**src/design/pqads_pkg.sv**
```systemverilog
package pqads_pkg;

   localparam int SUB_W   = 3;
   localparam int CODE_W  = 8;
   localparam int VALUE_W = 32;
   localparam int ID_W    = 31;
   localparam int DIST_W  = 35;

   localparam int QUEUE_DEPTH = 2;

   typedef enum logic {
      OP_LOAD  = 1'b0,
      OP_SCORE = 1'b1
   } op_type;

   // classified item as it travels from front to back
   typedef struct packed {
      logic                is_score;
      logic                entry_ok;
      logic                last;
      logic [SUB_W-1:0]    sub_index;
      logic [CODE_W-1:0]   code_index;
      logic [VALUE_W-1:0]  table_value;
      logic [ID_W-1:0]     vector_id;
   } cmd_type;

endpackage

```
**src/design/pqads_queue.sv**
```systemverilog
module pqads_queue (
   input  logic                  clock,
   input  logic                  reset,
   input  logic                  push_valid,
   input  pqads_pkg::cmd_type    push_cmd,
   output logic                  push_ready,
   output logic                  pop_valid,
   output pqads_pkg::cmd_type    pop_cmd,
   input  logic                  pop_ready
);
   import pqads_pkg::*;

   localparam int PTR_W = (QUEUE_DEPTH > 1) ? $clog2(QUEUE_DEPTH) : 1;
   localparam int CNT_W = $clog2(QUEUE_DEPTH + 1);

   cmd_type             slot_ff [QUEUE_DEPTH];
   logic [PTR_W-1:0]    wr_ptr_ff, wr_ptr_in;
   logic [PTR_W-1:0]    rd_ptr_ff, rd_ptr_in;
   logic [CNT_W-1:0]    count_ff, count_in;
   logic                do_push;
   logic                do_pop;

   assign push_ready = (count_ff != CNT_W'(QUEUE_DEPTH));
   assign pop_valid  = (count_ff != '0);
   assign pop_cmd    = slot_ff[rd_ptr_ff];
   assign do_push    = push_valid && push_ready;
   assign do_pop     = pop_valid && pop_ready;

   always_comb begin
      wr_ptr_in = wr_ptr_ff;
      rd_ptr_in = rd_ptr_ff;
      count_in  = count_ff;
      if (do_push) begin
         wr_ptr_in = (wr_ptr_ff == PTR_W'(QUEUE_DEPTH - 1)) ? '0 : wr_ptr_ff + 1'b1;
      end
      if (do_pop) begin
         rd_ptr_in = (rd_ptr_ff == PTR_W'(QUEUE_DEPTH - 1)) ? '0 : rd_ptr_ff + 1'b1;
      end
      if (do_push && !do_pop) begin
         count_in = count_ff + 1'b1;
      end else if (do_pop && !do_push) begin
         count_in = count_ff - 1'b1;
      end
   end

   always_ff @(posedge clock) begin
      if (reset) begin
         wr_ptr_ff <= '0;
         rd_ptr_ff <= '0;
         count_ff  <= '0;
      end else begin
         wr_ptr_ff <= wr_ptr_in;
         rd_ptr_ff <= rd_ptr_in;
         count_ff  <= count_in;
      end
   end

   always_ff @(posedge clock) begin
      if (do_push) begin
         slot_ff[wr_ptr_ff] <= push_cmd;
      end
   end

endmodule

```
**config.mk**
```make
export PLATFORM = sky130hd
export DESIGN_NAME = pqads_queue
export DESIGN_NICKNAME = d
export VERILOG_FILES = /design/src/design/pqads_pkg.sv /design/src/design/pqads_queue.sv
export SDC_FILE = /design/constraint.sdc
export NUM_CORES = 1
export LEC_CHECK = 0
export BUFFER_PORTS_ARGS = -buffer_cell sky130_fd_sc_hd__buf_2
export CORE_ASPECT_RATIO = 0.8
export CORE_MARGIN = 4
export CORE_UTILIZATION = 47
export CTS_CLUSTER_SIZE = 8
export DETAILED_ROUTE_END_ITERATION = 10
export GPL_ROUTABILITY_DRIVEN = 0
export PLACE_DENSITY = 0.81
export SLEW_MARGIN = 15
export SYNTH_ARGS = -nofsm -noshare
export SYNTH_HDL_FRONTEND = slang
export SYNTH_SLANG_ARGS = --single-unit
```
**constraint.sdc**
```tcl
create_clock -name clock -period 3.1 [get_ports clock]
set_clock_uncertainty 0.1 [all_clocks]
set_input_delay 0.155 -clock clock [delete_from_list [all_inputs] [get_ports clock]]
set_output_delay 0.155 -clock clock [all_outputs]
set_load 0.1 [all_outputs]
```
==> impl_metrics.toml, run 1 <==
[drt]
drc = 0
vias = 3334
drt_first_pass_iters = 4
detail-route-antenna-nets = 0
first_iter_violations = 194
viasPerCell = 4.76
wl_per_cell_um = 17.4
postRouteWirelength_um = 12200

[finish]
layout.cells.non_filler = 700
fin_nets = 598
area_delta_synth_final_pct = 39.7
num_antenna_cells = 0
layout-drive-gt1-share_pct = 51.4

[job]
drv_cap = 0

[worst_setup_path]
cp-start-kind = "flop"
cp.required_ps = 2840
crit_path_max_fanout = 53
critPathBufInv = 2
cp.arrival_ps = 2100
critPathSlowestCell = "dfxtp_4"
cp-end-kind = "primary output"
cp_slowest_stage_delay_ps = 580
setup.worst_path.class = "reg -> out"
path_cells = "buf_12 -> mux2_2 -> buf_2"
crit_family = "buffers and inverters"
reg2reg_from = "count_ff[0]$_SDFFE_PP0P_"

[clock_network]
cts_setup_buffers = 0
htreeDepth = 4
clk_latency_ps = 410
cts_root_buffer = "clkbuf_16"
cts.sinks = 159
clk_pin_slew_ps = 60
cts_made_buffers = 17
clk_path_buf_depth = 2
cts_tree = "done"

[placed_design]
hpwl_um = 7290
placed_cells = 589
port_buffers = 159

[power]
intPower_mw = 4.66
power.density_nw_per_um2 = 1040
switching_share_pct = 45.6
seqPwrFrac_pct = 32.8
max-vdd-ir-drop_uv = 816
share_comb_of_total_power_pct = 44.3
total_leakage_power_nw = 3.17
p_clk_share_pct = 22.9
p_sw_mw = 3.91

[global_routing]
grt_pass1_vias = 3658
grt_max_degree = 54
grt_use_total_pct = 17.3
grt_pass1_wl_um = 18600
grt_overflow = 0
antenna_found_initial = 0

[timing]
timing.final.crit_share_pct = 75.9
setup_tns_ps = 0
max_slew_margin_pct = 57.4
timing.fmax_mhz = 425
rsz0062_at_grt = "no"
setup_violations = 0
drv_slew = 0
fin_crit_ps = 2350
tightestPinTransition_ps = 638
hold_viol = 0

[floorplanning]
die_w_um = 133
fp.dieH_um = 108
dieArea_um2 = 14500
initial_core_util_pct = 48.3
rows = 36
coreArea_um2 = 12300
pin_count = 160

[logic_synthesis]
syn-instance-count = 264
avgSynthCellArea_um2 = 22.4
synth_area_um2 = 5910
synth_cell_types = 20
ys_warn_count = 0
synth_top_area_share_pct = 78.2
synth-seq-cells = 159
yosysSeqAreaShare_pct = 79.9
synth_top_area_cell = "edfxtp_1"
syn-num-nets = 346
synth_top_cells_by_area = "edfxtp_1 (78%), mux2_2 (8.9%), mux2_4 (7.6%)"

[status]
outcome = "completed"

[worst_hold_path]
holdCritStartpoint = "pop_ready"
min_path_type = "in -> reg"
per-stage QoR:
step                utilization [%]  hold slack (ps)  power (mW)  worst slack, ps  area (um2)
floorplan                         -              124        6.08             3.33        5920
global placement               56.5              243        6.52              993        6920
detailed placement             56.5              248        6.58              828        6920
CTS                            67.4             70.8        8.61              717        8260
global route                   67.4             97.9        8.84              650        8260
finish                         67.4             92.1        8.57              746        8260
timing repair:
item | in CTS | in global routing
endpoints found under the hold margin | 159 | 0
resized for setup | 0 | 0
hold buffers | 79 | 0
state kept, by name, indices dropped and copies added (netlist names), named ones only:
signal	flops
slot_ff	154
count_ff	2
rd_ptr_ff	1
wr_ptr_ff	1
worst paths after layout:
kind	cells after the start	endpoint	slack (ps)
worst min-delay path	4	flop	90
worst min register to register	2	flop	420
worst max register to register	4	slot_ff[0][54]$_DFFE_PP_	880
worst max-delay path	3	pop_cmd[63]	750
layout make-up:
type                            instances  area [um2]
Timing Repair Buffer                  242        1650
Fill cell                             806        3990
Inverter                                1        7.51
Clock inverter                         11         115
Clock buffer                           21         440
Tap cell                              171         214
Sequential cell                       159        4730
Multi-Input combinational cell         95        1100
logic make-up (layout without fill, tap and decap cells):
logic type	count (synthesis)	count (layout)	synth area share (%)
simple gates	9	9	0.847
fa+ha+maj	1	1	0.212
buf+inv	10	275	1.54
compound gates	5	5	0.508
flops	159	159	79.9
mux	77	77	16.6
xor+xnor	3	3	0.444
layout by cell type (no fill, tap or decap):
master / n
buf_2: 159
edfxtp_1: 154
dlygate4sd3_1: 79
mux2_2: 47
mux2_4: 30
clkbuf_16: 17
clkinvlp_4: 4
clkbuf_1: 4
clkinv_2: 4
dfxtp_1: 4
xor2_1: 3
nor2_1: 3
buf_12: 3
o21ai_0: 2
a21oi_1: 2
bufinv_16: 2
nand2b_1: 1
and2_1: 1
or2_2: 1
and3_4: 1
nand3b_1: 1
a21bo_2: 1
or3_1: 1
ha_1: 1
dfxtp_4: 1
clkinv_1: 1
inv_6: 1
buf_4: 1
power groups by stage:
stage                     registers (mW)  clock network [mW]  logic [mW]
after floorplan                     2.79                   0        3.30
after global placement              2.83                   0        3.69
after detailed placement            2.86                   0        3.72
after CTS                           2.82                1.99        3.80
after global routing                2.84                2.10        3.90
final                               2.81                1.96        3.80
synthesized netlist by cell type, drive strengths merged:
cell / instances
and2: 1
ha: 1
or3: 1
nor2: 3
a21bo: 1
edfxtp: 154
a21oi: 2
mux2: 77
inv: 1
dfxtp: 5
xor2: 3
or2: 1
o21ai: 2
nand2b: 1
nand3b: 1
buf: 9
and3: 1
worst register-to-register path, stage by stage, from the launching register on:
cell	delay, ps
dfxtp_1	370
nand2b_1	240
nand3b_1	200
clkinvlp_4	560
buf_4	470
routing by layer:
layer,GRT usage (%),vias to the layer above,share of wire [%]
met1,20.2,1630,41
met2,29.3,128,50
met4,7.93,0,2.4
met5,0,-,0
met3,5.77,27,6.1
li1,-,1549,-
Note: power is estimated with default switching activity, not from simulation.
==> run 2, diff against run 1 <==
Settings changed: CORE_UTILIZATION 47 to 52, PLACE_DENSITY 0.81 to 0.84.
Clock period 3.1 ns to 2.2 ns, I/O delays scaled along.
==> run 2 against run 1 <==
Sequential share of layout area fell by 0.24 points. Critical path type unchanged. Utilization rose by 8.2 points. First-iteration DRC count fell by 18%. Setup slack got worse by 630 ps.
==> impl_metrics.toml, run 2 (synthesis gave the netlist of run 1 again) <==
[timing]
timing.final.crit_share_pct = 95.0
hold_viol = 0
tightestPinTransition_ps = 505
max_slew_margin_pct = 66.6
fin_crit_ps = 2090
drv_slew = 0
timing.final.ws_setup_ps = 111
rsz0062_at_grt = "no"
setup_violations = 0
timing.fmax_mhz = 479

[drt]
detail-route-antenna-nets = 0
drt_first_pass_iters = 4
wl_per_cell_um = 18.1
postRouteWirelength_um = 12200
first_iter_violations = 159
drc = 0
vias = 3339
viasPerCell = 4.94

[placed_design]
place_ws_ps = 516
hpwl_um = 7300
port_buffers = 159

[power]
share_comb_of_total_power_pct = 44.6
seqPwrFrac_pct = 32.6
power.density_nw_per_um2 = 1460
p_sw_mw = 5.51
max-vdd-ir-drop_uv = 1070
p_clk_share_pct = 22.7
total_leakage_power_nw = 3.19
p_total_mw = 12.2
intPower_mw = 6.64
switching_share_pct = 45.4

[floorplanning]
initial_core_util_pct = 53.9
rows = 34
coreArea_um2 = 11000
dieArea_um2 = 13200
die_w_um = 127
fp.dieH_um = 103
pin_count = 160

[finish]
area_delta_synth_final_pct = 40.3
largest_register_ffs = 154
num_antenna_cells = 0
fin_nets = 601
regMostFlops = "slot_ff"
layout-drive-gt1-share_pct = 51.7
fill_cells = 642
mostFrequentLayoutCells = "buf_2 (159), edfxtp_1 (154), dlygate4sd3_1 (79)"
layout_commonest_cell = "buf_2"
largestRegisters = "slot_ff: 154 flops, count_ff: 2 flops"

[status]
outcome = "completed"

[clock_network]
ctsResizeCount = 0
clk_path_buf_depth = 2
cts_setup_buffers = 0
cts.sinks = 159
htreeDepth = 4
cts_root_buffer = "clkbuf_16"
cts_tree = "done"
cts_made_buffers = 17
clk_pin_slew_ps = 50
clk_latency_ps = 400

[worst_setup_path]
endpoint = "pop_cmd[21]"
r2r-end = "count_ff[1]$_SDFFE_PP0P_"
ff2ff_setup_slack_ps = 430
cp-start-kind = "flop"
cp.required_ps = 1990
cp.arrival_ps = 1880
reg2reg_from = "count_ff[1]$_SDFFE_PP0P_"
crit_path_max_fanout = 24
setup.worst_path.class = "reg -> out"
cp-end-kind = "primary output"
reg2reg_depth = 4

[global_routing]
grt_overflow = 0
grt_max_degree = 43
grt_pass1_vias = 3750
grt_use_total_pct = 19.3
antenna_found_initial = 0
grt_pass1_wl_um = 19100

[job]
drv_cap = 0

[worst_hold_path]
min_path_type = "in -> reg"
[run 2: changes by cell type in the layout (fill, tap and decap cells not counted), sizes merged]
cell	previous run	this run
buf	163	166
[run 2: routing by layer]
metal	vias to the layer above	global-route usage [%]	wire length [um]	part of all wire [%]
li1	1554	-	-	-
met1	1636	22.1	4720	39
met2	132	35.3	6540	53
met3	17	6.31	827	6.8
met4	0	5.69	148	1.2
met5	-	0	0	0
[run 2: repair_timing]
item                                    in CTS  in global routing
endpoints found under the setup margin       0                  0
hold buffers                                79                  0
endpoints found under the hold margin      159                  0
[run 2: per-stage QoR]
| step | setup TNS, ps | hold slack (ps) | instances | utilization [%] | cell area, um2 |
|---|---|---|---|---|---|
| 2_1_floorplan | -27700 | 75.0 | 264 | - | 5930 |
| 3_3_place_gp | 0 | 198 | 565 | 63.3 | 6950 |
| 3_5_place_dp | 0 | 201 | 565 | 63.3 | 6950 |
| 4_1_cts | 0 | 67.4 | 676 | 75.6 | 8300 |
| 5_1_grt | 0 | 105 | 676 | 75.6 | 8300 |
| 6_report | 0 | 84.8 | 676 | 75.6 | 8300 |
[run 2: power by group through the flow]
| stage | clock (mW) | sequential (mW) | combinational, mW |
|---|---|---|---|
| 4_1_cts | 2.80 | 3.96 | 5.44 |
| 3_3_place_gp | 0 | 4.00 | 5.27 |
| 3_5_place_dp | 0 | 4.03 | 5.31 |
| 6_report | 2.77 | 3.97 | 5.42 |
| 2_1_floorplan | 0 | 3.93 | 4.65 |
| 5_1_grt | 2.96 | 4.01 | 5.59 |
[run 2: area by class of cell]
type / count / area [um2] / share of cell area (%)
inverters: 1 / 7.51 / 0.0905
multi-input cells: 95 / 1110 / 13.4
clock inverters: 11 / 116 / 1.40
flip-flops and latches: 159 / 4730 / 57.0
repair buffers: 245 / 1710 / 20.7
well taps: 144 / 180 / 2.17
clock buffers: 21 / 440 / 5.31
[run 2: how the worst min path moves through the flow]
stage / slack [ps] / start / endpoint / cells after the start
after floorplan: 70 / reset / count_ff[0]$_SDFFE_PP0P_ / 1
after global placement: 200 / push_cmd[21] / slot_ff[0][21]$_DFFE_PP_ / 1
after detailed placement: 200 / push_cmd[75] / slot_ff[1][75]$_DFFE_PP_ / 1
after CTS: 70 / pop_ready / rd_ptr_ff$_SDFFE_PP0P_ / 4
after global routing: 100 / pop_ready / flop / 4
final: 80 / pop_ready / rd_ptr_ff$_SDFFE_PP0P_ / 4
[run 2: worst max-delay path, stage by stage, from the launching register on]
cell and delay, ps:
dfxtp_4 570, buf_12 240, mux2_2 370, buf_2 290
